==> src/design/bpa_pkg.sv <==
// Package for the bitmap page allocator: request codes, sequencer states and
// search modes. No dependencies.
`timescale 1ns / 1ps

package bpa_pkg;

  typedef enum logic [2:0] {
    REQ_ALLOC_ONE = 3'd0,
    REQ_FREE_ONE  = 3'd1,
    REQ_ALLOC_RUN = 3'd2,
    REQ_FREE_RUN  = 3'd3,
    REQ_MARK_USED = 3'd4
  } req_t;

  typedef enum logic [4:0] {
    S_CLR  = 5'b00001,
    S_IDLE = 5'b00010,
    S_RD   = 5'b00100,
    S_EX   = 5'b01000,
    S_DONE = 5'b10000
  } state_t;

  // what the execute cycle does with the word that was read
  typedef enum logic [1:0] {
    M_ONE   = 2'd0,
    M_RUN   = 2'd1,
    M_RANGE = 2'd2
  } mode_t;

  localparam int unsigned WORD_BITS = 32;
  localparam int unsigned SUB_BITS  = 8;

endpackage

==> src/design/bitmap_page_allocator_core.sv <==
// Bitmap page allocator top level: free map in one synchronous RAM, word-wise
// read-modify-write sequencer. Depends on bpa_pkg.
`timescale 1ns / 1ps

// channel  direction  handshake        payload
// in       input      in_valid/stall   req_type, page_number, run_length
// out      output     out_valid/stall  start_page, found, range_error
//
// After reset the map is cleared one word a cycle, with in_stall high.
// Each item is accepted in S_IDLE and hands its result over in S_DONE.
// Alloc one: each map word scanned is read (S_RD) and examined (S_EX), up to all MAP_WORDS.
// Alloc run: each word scanned is read, then searched 8 pages a cycle; each word of the run taken is rewritten.
// Free/mark: one read and one write per word touched. One item at a time; in_stall is high while busy.
// A finished result waits in the output register; the core stalls only if it is still full.

module bitmap_page_allocator_core
  import bpa_pkg::*;
#(
  parameter int MAP_WORDS = 128
) (
  input  logic        clk,
  input  logic        rst_n,
  input  logic        in_valid,
  output logic        in_stall,
  input  logic [2:0]  in_req_type,
  input  logic [11:0] in_page_number,
  input  logic [12:0] in_run_length,
  output logic        out_valid,
  input  logic        out_stall,
  output logic [11:0] out_start_page,
  output logic        out_found,
  output logic        out_range_error
);

  localparam int AW = (MAP_WORDS > 1) ? $clog2(MAP_WORDS) : 1;
  localparam int PW = AW + 5;
  localparam int CW = (AW + 6 > 14) ? AW + 6 : 14;
  localparam logic [CW-1:0] PAGE_COUNT = CW'(MAP_WORDS * 32);
  localparam logic [AW-1:0] LAST_WORD  = AW'(MAP_WORDS - 1);

  logic [WORD_BITS-1:0] mem [MAP_WORDS];
  logic [WORD_BITS-1:0] mem_rd_r;
  logic                 mem_we;
  logic [WORD_BITS-1:0] mem_wd;

  state_t        state_r, state_nxt;
  mode_t         mode_r, mode_nxt;
  logic [AW-1:0] word_r, word_nxt;
  logic [1:0]    sub_r, sub_nxt;
  logic [12:0]   run_r, run_nxt;
  logic [12:0]   len_r, len_nxt;
  logic [PW-1:0] lo_r, lo_nxt, hi_r, hi_nxt;
  logic          set_r, set_nxt;
  logic [11:0]   res_start_r, res_start_nxt;
  logic          res_found_r, res_found_nxt;
  logic          res_err_r, res_err_nxt;
  logic          out_valid_r, out_valid_nxt;
  logic [11:0]   out_start_r;
  logic          out_found_r, out_err_r;

  logic          in_acc;
  logic [CW-1:0] page_c, hi_c;
  logic [4:0]    lo_b, hi_b, first_b;
  logic [31:0]   mask;
  logic [12:0]   run_v;
  logic          hit_v;
  logic [CW-1:0] end_v, start_v;
  logic [7:0]    sub_bits;

  assign in_acc = in_valid && !in_stall;
  assign in_stall = (state_r != S_IDLE);

  always_ff @(posedge clk) begin
    if (mem_we) begin
      mem[word_r] <= mem_wd;
    end
    mem_rd_r <= mem[word_r];
  end

  // range pass mask
  always_comb begin
    lo_b = (word_r == lo_r[PW-1:5]) ? lo_r[4:0] : 5'd0;
    hi_b = (word_r == hi_r[PW-1:5]) ? hi_r[4:0] : 5'd31;
    mask = (32'hFFFF_FFFF << lo_b) & (32'hFFFF_FFFF >> (5'd31 - hi_b));
  end

  // lowest free page in the word
  always_comb begin
    first_b = 5'd0;
    for (int i = WORD_BITS - 1; i >= 0; i--) begin
      if (mem_rd_r[i]) first_b = 5'(i);
    end
  end

  // run search over eight pages per cycle
  always_comb begin
    sub_bits = mem_rd_r[sub_r*SUB_BITS +: SUB_BITS];
    run_v = run_r;
    hit_v = 1'b0;
    end_v = '0;
    for (int i = 0; i < SUB_BITS; i++) begin
      if (!hit_v) begin
        if (sub_bits[i]) begin
          run_v = run_v + 13'd1;
          if (run_v == len_r) begin
            hit_v = 1'b1;
            end_v = CW'({word_r, sub_r, 3'(i)});
          end
        end else begin
          run_v = 13'd0;
        end
      end
    end
    start_v = end_v - CW'(len_r) + CW'(1);
  end

  always_comb begin
    state_nxt     = state_r;
    mode_nxt      = mode_r;
    word_nxt      = word_r;
    sub_nxt       = sub_r;
    run_nxt       = run_r;
    len_nxt       = len_r;
    lo_nxt        = lo_r;
    hi_nxt        = hi_r;
    set_nxt       = set_r;
    res_start_nxt = res_start_r;
    res_found_nxt = res_found_r;
    res_err_nxt   = res_err_r;
    out_valid_nxt = out_valid_r && out_stall;
    mem_we        = 1'b0;
    mem_wd        = '0;
    page_c        = CW'(in_page_number);
    hi_c          = page_c + CW'(in_run_length) - CW'(1);

    case (state_r)
      S_CLR: begin
        mem_we = 1'b1;
        if (word_r == LAST_WORD) begin
          state_nxt = S_IDLE;
        end else begin
          word_nxt = word_r + AW'(1);
        end
      end
      S_IDLE: begin
        if (in_acc) begin
          res_start_nxt = '0;
          res_found_nxt = 1'b0;
          res_err_nxt   = 1'b0;
          len_nxt       = in_run_length;
          run_nxt       = '0;
          sub_nxt       = '0;
          word_nxt      = '0;
          state_nxt     = S_DONE;
          case (in_req_type)
            REQ_ALLOC_ONE: begin
              mode_nxt  = M_ONE;
              state_nxt = S_RD;
            end
            REQ_ALLOC_RUN: begin
              mode_nxt = M_RUN;
              if (in_run_length != 13'd0) state_nxt = S_RD;
            end
            REQ_FREE_ONE, REQ_MARK_USED: begin
              if (page_c < PAGE_COUNT) begin
                mode_nxt  = M_RANGE;
                set_nxt   = (in_req_type == REQ_FREE_ONE);
                lo_nxt    = page_c[PW-1:0];
                hi_nxt    = page_c[PW-1:0];
                word_nxt  = page_c[PW-1:5];
                state_nxt = S_RD;
              end else begin
                res_err_nxt = 1'b1;
              end
            end
            REQ_FREE_RUN: begin
              if (in_run_length != 13'd0) begin
                if (page_c >= PAGE_COUNT) begin
                  res_err_nxt = 1'b1;
                end else begin
                  mode_nxt  = M_RANGE;
                  set_nxt   = 1'b1;
                  lo_nxt    = page_c[PW-1:0];
                  word_nxt  = page_c[PW-1:5];
                  state_nxt = S_RD;
                  if (hi_c >= PAGE_COUNT) begin
                    res_err_nxt = 1'b1;
                    hi_nxt      = PW'(PAGE_COUNT - CW'(1));
                  end else begin
                    hi_nxt = hi_c[PW-1:0];
                  end
                end
              end
            end
            default: ;
          endcase
        end
      end
      S_RD: begin
        state_nxt = S_EX;
      end
      S_EX: begin
        case (mode_r)
          M_ONE: begin
            if (mem_rd_r != '0) begin
              mem_we        = 1'b1;
              mem_wd        = mem_rd_r & ~(32'd1 << first_b);
              res_start_nxt = 12'(CW'({word_r, first_b}));
              res_found_nxt = 1'b1;
              state_nxt     = S_DONE;
            end else if (word_r == LAST_WORD) begin
              state_nxt = S_DONE;
            end else begin
              word_nxt  = word_r + AW'(1);
              state_nxt = S_RD;
            end
          end
          M_RUN: begin
            run_nxt = run_v;
            if (hit_v) begin
              // take the run: clear pass from its first word
              mode_nxt      = M_RANGE;
              set_nxt       = 1'b0;
              lo_nxt        = start_v[PW-1:0];
              hi_nxt        = end_v[PW-1:0];
              word_nxt      = start_v[PW-1:5];
              res_start_nxt = start_v[11:0];
              res_found_nxt = 1'b1;
              state_nxt     = S_RD;
            end else if (sub_r != 2'd3) begin
              sub_nxt = sub_r + 2'd1;
            end else if (word_r == LAST_WORD) begin
              state_nxt = S_DONE;
            end else begin
              sub_nxt   = '0;
              word_nxt  = word_r + AW'(1);
              state_nxt = S_RD;
            end
          end
          M_RANGE: begin
            mem_we = 1'b1;
            mem_wd = set_r ? (mem_rd_r | mask) : (mem_rd_r & ~mask);
            if (word_r == hi_r[PW-1:5]) begin
              state_nxt = S_DONE;
            end else begin
              word_nxt  = word_r + AW'(1);
              state_nxt = S_RD;
            end
          end
          default: state_nxt = S_DONE;
        endcase
      end
      S_DONE: begin
        if (!out_valid_r || !out_stall) begin
          out_valid_nxt = 1'b1;
          state_nxt     = S_IDLE;
        end
      end
      default: state_nxt = S_IDLE;
    endcase
  end

  always_ff @(posedge clk) begin
    if (!rst_n) begin
      state_r     <= S_CLR;
      word_r      <= '0;
      out_valid_r <= 1'b0;
      mode_r      <= M_ONE;
      sub_r       <= '0;
      run_r       <= '0;
    end else begin
      state_r     <= state_nxt;
      word_r      <= word_nxt;
      out_valid_r <= out_valid_nxt;
      mode_r      <= mode_nxt;
      sub_r       <= sub_nxt;
      run_r       <= run_nxt;
    end
  end

  always_ff @(posedge clk) begin
    len_r       <= len_nxt;
    lo_r        <= lo_nxt;
    hi_r        <= hi_nxt;
    set_r       <= set_nxt;
    res_start_r <= res_start_nxt;
    res_found_r <= res_found_nxt;
    res_err_r   <= res_err_nxt;
    if (state_r == S_DONE && (!out_valid_r || !out_stall)) begin
      out_start_r <= res_start_r;
      out_found_r <= res_found_r;
      out_err_r   <= res_err_r;
    end
  end

  assign out_valid       = out_valid_r;
  assign out_start_page  = out_start_r;
  assign out_found       = out_found_r;
  assign out_range_error = out_err_r;

`ifndef SYNTHESIS
  a_we_state: assert property (@(posedge clk) disable iff (!rst_n)
    mem_we |-> (state_r == S_EX || state_r == S_CLR))
    else $error("map write outside execute or clear");
  a_acc_busy: assert property (@(posedge clk) disable iff (!rst_n)
    in_acc |=> (state_r != S_IDLE))
    else $error("accepted beat did not start work");
  a_found_err: assert property (@(posedge clk) disable iff (!rst_n)
    out_valid |-> !(out_found && out_range_error))
    else $error("result both found and range error");
  a_load_free: assert property (@(posedge clk) disable iff (!rst_n)
    (state_r == S_DONE && out_valid_r && out_stall) |=> (state_r == S_DONE))
    else $error("result dropped while output full");
`endif

endmodule
==> config.mk <==
export PLATFORM = sky130hd
export DESIGN_NAME = bitmap_page_allocator_core
export DESIGN_NICKNAME = d
export VERILOG_FILES = /design/src/design/bpa_pkg.sv /design/src/design/bitmap_page_allocator_core.sv
export SDC_FILE = /design/constraint.sdc
export NUM_CORES = 2
export LEC_CHECK = 0
export BUFFER_PORTS_ARGS = -buffer_cell sky130_fd_sc_hd__buf_2
export CORE_MARGIN = 2
export CORE_UTILIZATION = 51
export CTS_CLUSTER_DIAMETER = 40
export DETAILED_ROUTE_END_ITERATION = 10
export PLACE_DENSITY_LB_ADDON = 0.3
export SKIP_LAST_GASP = 1
export SLEW_MARGIN = 10
export SYNTH_ARGS = -nofsm -noshare
export SYNTH_HDL_FRONTEND = slang
export SYNTH_SLANG_ARGS = --single-unit
==> constraint.sdc <==
create_clock -name clk -period 15.9 [get_ports clk]
set_input_delay 0 -clock clk [delete_from_list [all_inputs] [get_ports clk]]
set_output_delay 0 -clock clk [all_outputs]
set_load 0.05 [all_outputs]
**After elaboration in Yosys (flattened, before gate mapping)**

Memory sizes are Yosys's and may differ from the RTL's. A register that Yosys moved wholly into a read port is not among the register bits.
Cells that the tools add are included.

- Order comparisons: 1
- Shift operators: 4
- Mux-type cells: 172
- Equal/unequal tests: 41
- Div/mod/pow operators: 0
- Add/sub/neg operators: 15
- Reduce and logical (&&, ||, !) cells: 25
- Multiply operators: 0
- Bitwise operators: 6

Operator list:

| cell | count |
|---|---|
| $mux 12 | 34 |
| $mux 13 | 17 |
| $mux 5 | 43 |
| $pmux 12 s2 | 6 |
| $add 13x1->13 const B | 8 |
| $eq 13x13->1 | 8 |
| $and 32x32->32 | 3 |
| $mux 32 | 3 |
| $not 32->32 | 2 |
| $pmux 32 s2 | 1 |
| $mux 7 | 7 |
| $pmux 7 s3 | 2 |
| $mux 1 | 36 |
| $or 32x32->32 | 1 |
| $reduce_bool 32->1 | 1 |
| $shiftx 32x6->8 | 1 |
| $shl 1x5->32 const A | 1 |
| $shl 32x5->32 const A | 1 |
| $shr 32x5->32 const A | 1 |
| $pmux 13 s2 | 1 |
| $pmux 5 s5 | 1 |
| $mux 2 | 9 |
| $ne 3x3->1 const B | 6 |
| $reduce_and 6->1 | 3 |
| other kinds (47) | 68 |

- Bits in registers: 96
- Latch bits: 0
- Memories: 1
- Bits in writable memories: 4096
- ROM bits: 0

Memory list:

| name | depth | bits a word | read ports | clocked after Yosys merged registers in | write ports | line | text |
|---|---|---|---|---|---|---|---|
| mem | 128 | 32 | 1 | 1 | 1 | bitmap_page_allocator_core.sv:41 | `logic [WORD_BITS-1:0] mem [MAP_WORDS];` |

**Depth between registers and ports, before layout**

- Depth in word-level cells: 38
- Gate-level depth with buffers: 75
- Mapped depth without buffers: 68

**Least setup slack after synthesis**

OpenSTA, ideal clock, no wires.

- Path kind: reg2reg
- Start: register run_r[0]
- End: register word_r[6]
- Library setup time: 119 ps
- Buffers on the path: 10
- Required time: 15781 ps
- Setup slack: 1776 ps
- Period minus slack after synthesis: 14124 ps
- Data arrival time: 14005 ps
- Cell stages (with the launch flop): 75
- Path through: dfxtp_1 ha_1 buf_2 xnor2_4 xnor2_1 or4_1 a211o_1 nor2_4 nand4_2 buf_2 o2bb2ai_1 ha_1 clkbuf_1 inv_1 or3_1 a21boi_1 nor3b_1 xor2_1 (+39 left out) inv_1 fa_1 inv_1 a21oi_1 o21bai_1 a21oi_1 o21bai_1 a21oi_1 nor2_1 o21ai_0 nand2b_1 a21oi_1 xnor2_1 xnor2_1 a31oi_1 mux2i_1 a21oi_1 a21oi_1

- Longest elaborated chain between the ends: 30

Ends and longest elaborated chain:

| what | line | text |
|---|---|---|
| start: declaration | bitmap_page_allocator_core.sv:50 | `logic [12:0] run_r, run_nxt;` |
| start signal: assignment | bitmap_page_allocator_core.sv:277 | `run_r <= run_nxt;` |
| $add 13x1->13 * | bitmap_page_allocator_core.sv:104 | `run_v = run_v + 13'd1;` |
| $mux 13 / $eq 13x13->1 (equally long branches) | bitmap_page_allocator_core.sv:103, bitmap_page_allocator_core.sv:105 |  |
| $add 13x1->13, or another cell as far along | bitmap_page_allocator_core.sv:104 |  |
| $mux 13, or another cell as far along | bitmap_page_allocator_core.sv:103 | `if (sub_bits[i]) begin` |
| $mux 13, or another cell as far along | bitmap_page_allocator_core.sv:102 | `if (!hit_v) begin` |
| $add 13x1->13, or another cell as far along | bitmap_page_allocator_core.sv:104 |  |
| $mux 13, or another cell as far along | bitmap_page_allocator_core.sv:103 |  |
| $mux 13, or another cell as far along | bitmap_page_allocator_core.sv:102 |  |
| (+14 left out) | - |  |
| $mux 12 | bitmap_page_allocator_core.sv:105 | `if (run_v == len_r) begin` |
| $mux 12 | bitmap_page_allocator_core.sv:103 |  |
| $mux 12 | bitmap_page_allocator_core.sv:102 |  |
| $sub 12x12->12 | bitmap_page_allocator_core.sv:114 | `start_v = end_v - CW'(len_r) + CW'(1);` |
| $add 12x1->12 | bitmap_page_allocator_core.sv:114 |  |
| $mux 7 | bitmap_page_allocator_core.sv:220 | `if (hit_v) begin` |
| $pmux 7 s3 | bitmap_page_allocator_core.sv:203 | `case (mode_r)` |
| $pmux 7 s3 | bitmap_page_allocator_core.sv:136 | `case (state_r)` |
| end signal: assignment | bitmap_page_allocator_core.sv:273 | `word_r <= word_nxt;` |
| end: declaration | bitmap_page_allocator_core.sv:48 | `logic [AW-1:0] word_r, word_nxt;` |

Every way passes the cells marked *; elsewhere a longest branch is shown, timed or not.
A chain may end at the register's enable or synchronous reset.

**Worst setup path after layout**

- Start: register run_r[6]
- End: register word_r[6]

Same word-level chain as after synthesis.

==> impl_metrics.py <==
metrics = {
    "run_status": {
        "status": "completed",
    },
    "clock_network": {
        "cts_tree": "done",
        "clock_tree.htree_level_count": 5,
        "postCtsSetupBuffers": 0,
        "clock_latency_ns": 1.00,
        "cts.clk_slew.worst_paths_ns": 0.05,
        "clock_path_buffers": 4,
        "root_buffer": "clkbuf_16",
        "cts_num_sinks": 4224,
        "numCtsBuffers": 455,
    },
    "finish": {
        "final_common_cell": "edfxtp_1",
        "syn_to_final_growth_pct": 15.6,
        "stdcell_area_um2": 191000,
        "finalNetCount": 10800,
        "drive_above_1_share": 0.162,
        "mostFrequentLayoutCells": "4,162 x edfxtp_1, 1,257 x a22oi_1, 672 x buf_4, 456 x clkbuf_16",
        "fin_util": 0.592,
    },
    "yosys": {
        "netlist.area_leader.share": 0.755,
        "yosys_warnings": 0,
        "synth_nets": 10300,
        "synth_edf_count": 4162,
        "seq_area_frac_synth": 0.763,
        "synthesis.area_um2": 166000,
        "synth.avg_cell_area_um2": 16.3,
        "synth-main-ff-cell": "edfxtp_1",
        "synth_cells": 10200,
        "yosys-top-cells-area": "edfxtp_1 76%, a22oi_1 5.7%, a221oi_1 2.2%",
        "ys_async_sr_fraction": 0,
        "ys_ff_latch": 4224,
        "synth_area_leader_cell": "edfxtp_1",
        "post_synth_num_cell_types": 125,
    },
    "detailed_routing": {
        "drc": 0,
        "first_pass_iters": 6,
        "ant_nets": 0,
        "routed_wirelength_um": 552000,
        "wl_per_cell_um": 35.7,
        "drt_iter0_drc": 17600,
        "vias": 107000,
        "vias_per_cell": 6.91,
    },
    "critical_path": {
        "cp-end-kind": "register",
        "timing.rr.end": "word_r[6]",
        "cp_slowest_cell": "dfxtp_1",
        "ff2ff_setup_slack_ns": 0.88,
        "critical_path_required_ns": 16.72,
        "crit-reg2reg-launch": "run_r[6]",
        "cpMostUsedCell": "a21oi_1",
        "r2r_cells": 66,
        "crit_arrival_ns": 15.84,
        "criticalPathCategory": "register to register",
        "cpPeakStageDelay_ns": 0.58,
        "cp_max_fo": 12,
        "start_kind": "register",
    },
    "floorplan": {
        "initial_utilization": 0.512,
        "dieArea_um2": 329000,
        "die_w_um": 574,
        "die_y_um": 574,
        "row_count": 209,
        "io_pins": 48,
        "core_area_um2": 323000,
    },
    "grt": {
        "overflow": 0,
        "track_usage": 0.327,
        "antenna_found_initial": 40,
        "grt_pass1_vias": 100000,
        "grt_pass1_wl_um": 771000,
        "grt_max_degree": 109,
    },
    "place": {
        "postPlaceCellArea_um2": 175000,
        "dp_hpwl_um": 330000,
        "gp_congestion": 0.923,
        "port_buffers": 47,
    },
    "hold_path": {
        "hold_depth": 3,
        "hp-start": "rst_n",
        "min-delay-path-class": "input pin to register",
        "hold-path-endpoint": "state_r[0]",
    },
    "timing": {
        "fin_crit_ns": 15.02,
        "relSlewSlack": 0.0610,
        "max_freq_mhz": 66.6,
        "setup_tns_ns": 0,
        "skew_ns": 0.0700,
        "tightest_slew_ns": 1.40,
        "drv_slew": 0,
        "setup_violations": 0,
        "period_share": 0.945,
        "finalHoldViolations": 0,
        "rsz0062_at_grt": "false",
        "whs_ns": 0.0710,
    },
    "power_and_ir_drop": {
        "p_leak_uw": 0.0611,
        "power_density_nw_per_um2": 139,
        "worst_ir_drop_vdd_uv": 103,
    },
    "run": {
        "drv_cap": 0,
    },
}
layout make-up:
type / count / area, um^2
Antenna cell: 12 / 30.0
Fill cell: 23600 / 132000
Sequential cell: 4224 / 126000
Tap cell: 4325 / 5410
Clock inverter: 312 / 3580
Timing Repair Buffer: 796 / 6260
Clock buffer: 534 / 11700
Inverter: 115 / 432
Multi-Input combinational cell: 5139 / 37700
power breakdown:
part | internal [uW] | leakage (uW) | total (uW) | switching (uW)
clock network | 6170 | 0.00729 | 10700 | 4500
registers | 12200 | 0.0402 | 12400 | 157
logic | 966 | 0.0136 | 3540 | 2570
cells in the mapped netlist (78+ instances only):
master    number
a22oi_1     1258
edfxtp_1    4162
a21oi_1      213
inv_1        109
a31oi_1      313
buf_1        149
xnor2_1      134
nand2_1      289
clkbuf_1     503
nand3_1      120
nand4_1      248
a221oi_1     414
nor3_1        89
nor2_1       364
o211ai_1     115
o21ai_0      210
nor4_1        78
a22o_1       414
worst max path at each step:
stage	start	end	slack, ns	depth (start not counted)
finish	run_r[6]	word_r[6]	0.88	66
global route	run_r[1]	word_r[6]	0.06	70
CTS	run_r[1]	word_r[6]	0.57	68
detailed placement	run_r[1]	res_start_r[11]	1.16	66
global placement	run_r[1]	word_r[6]	1.22	67
floorplan	run_r[0]	word_r[6]	1.78	74
sequential cells by signal (all words and copies together) (netlist names):
| signal | flops |
|---|---|
| run_r | 13 |
| word_r | 7 |
| out_valid | 1 |
| out_start_page | 12 |
| state_r | 5 |
| res_found_r | 1 |
| out_found | 1 |
| sub_r | 2 |
| res_start_r | 12 |
| mem_rd_r | 32 |
| mem | 4096 |
| set_r | 1 |
| len_r | 13 |
| out_range_error | 1 |
| lo_r | 12 |
| hi_r | 12 |
| mode_r | 2 |
| res_err_r | 1 |
timing repair:
action | 4_1_cts | 5_1_grt
hold endpoints to repair | 97 | 0
hold buffers | 56 | 0
resized for setup | 0 | 10
setup endpoints to repair | 0 | 4
logic make-up (layout without fill, tap and decap cells):
| group | count (synthesis) | count (layout) | share of synthesized area |
|---|---|---|---|
| other | 0 | 12 | 0 |
| buffers and inverters | 815 | 1757 | 0.0191 |
| AND/OR/NAND/NOR | 1489 | 1489 | 0.0466 |
| flip-flops | 4224 | 4224 | 0.763 |
| XOR/XNOR | 170 | 170 | 0.00936 |
| adder cells (fa/ha/maj) | 61 | 61 | 0.00470 |
| multiplexers | 101 | 101 | 0.00702 |
| AO/OA/AOI/OAI | 3318 | 3318 | 0.151 |
stage by stage:
stage / cells / power, uW / setup slack, ns
after detailed placement: 14500 / 16000 / 1.16
final: 15500 / 26600 / 0.878
after CTS: 15400 / 26500 / 0.571
after floorplan: 10200 / 14300 / 1.78
after global placement: 14500 / 16000 / 1.22
after global routing: 15400 / 27200 / 0.0594
layer usage:
metal | vias up | GRT usage | routed length, um
met1 | 54100 | 0.450 | 202000
met3 | 1145 | 0.0844 | 74700
met4 | 30 | 0.142 | 27600
li1 | 43700 | - | -
met5 | - | 0 | 258
met2 | 7851 | 0.493 | 248000
critical path, delay by kind of cell (launching register included):
family | cells | cell delay, ns
adder cells (fa/ha/maj) | 6 | 1.63
flip-flops | 1 | 0.58
buffers and inverters | 8 | 1.43
XOR/XNOR | 3 | 0.57
AO/OA/AOI/OAI | 30 | 5.68
multiplexers | 1 | 0.09
AND/OR/NAND/NOR | 18 | 4.83
Power figures use the tool's default switching activity.
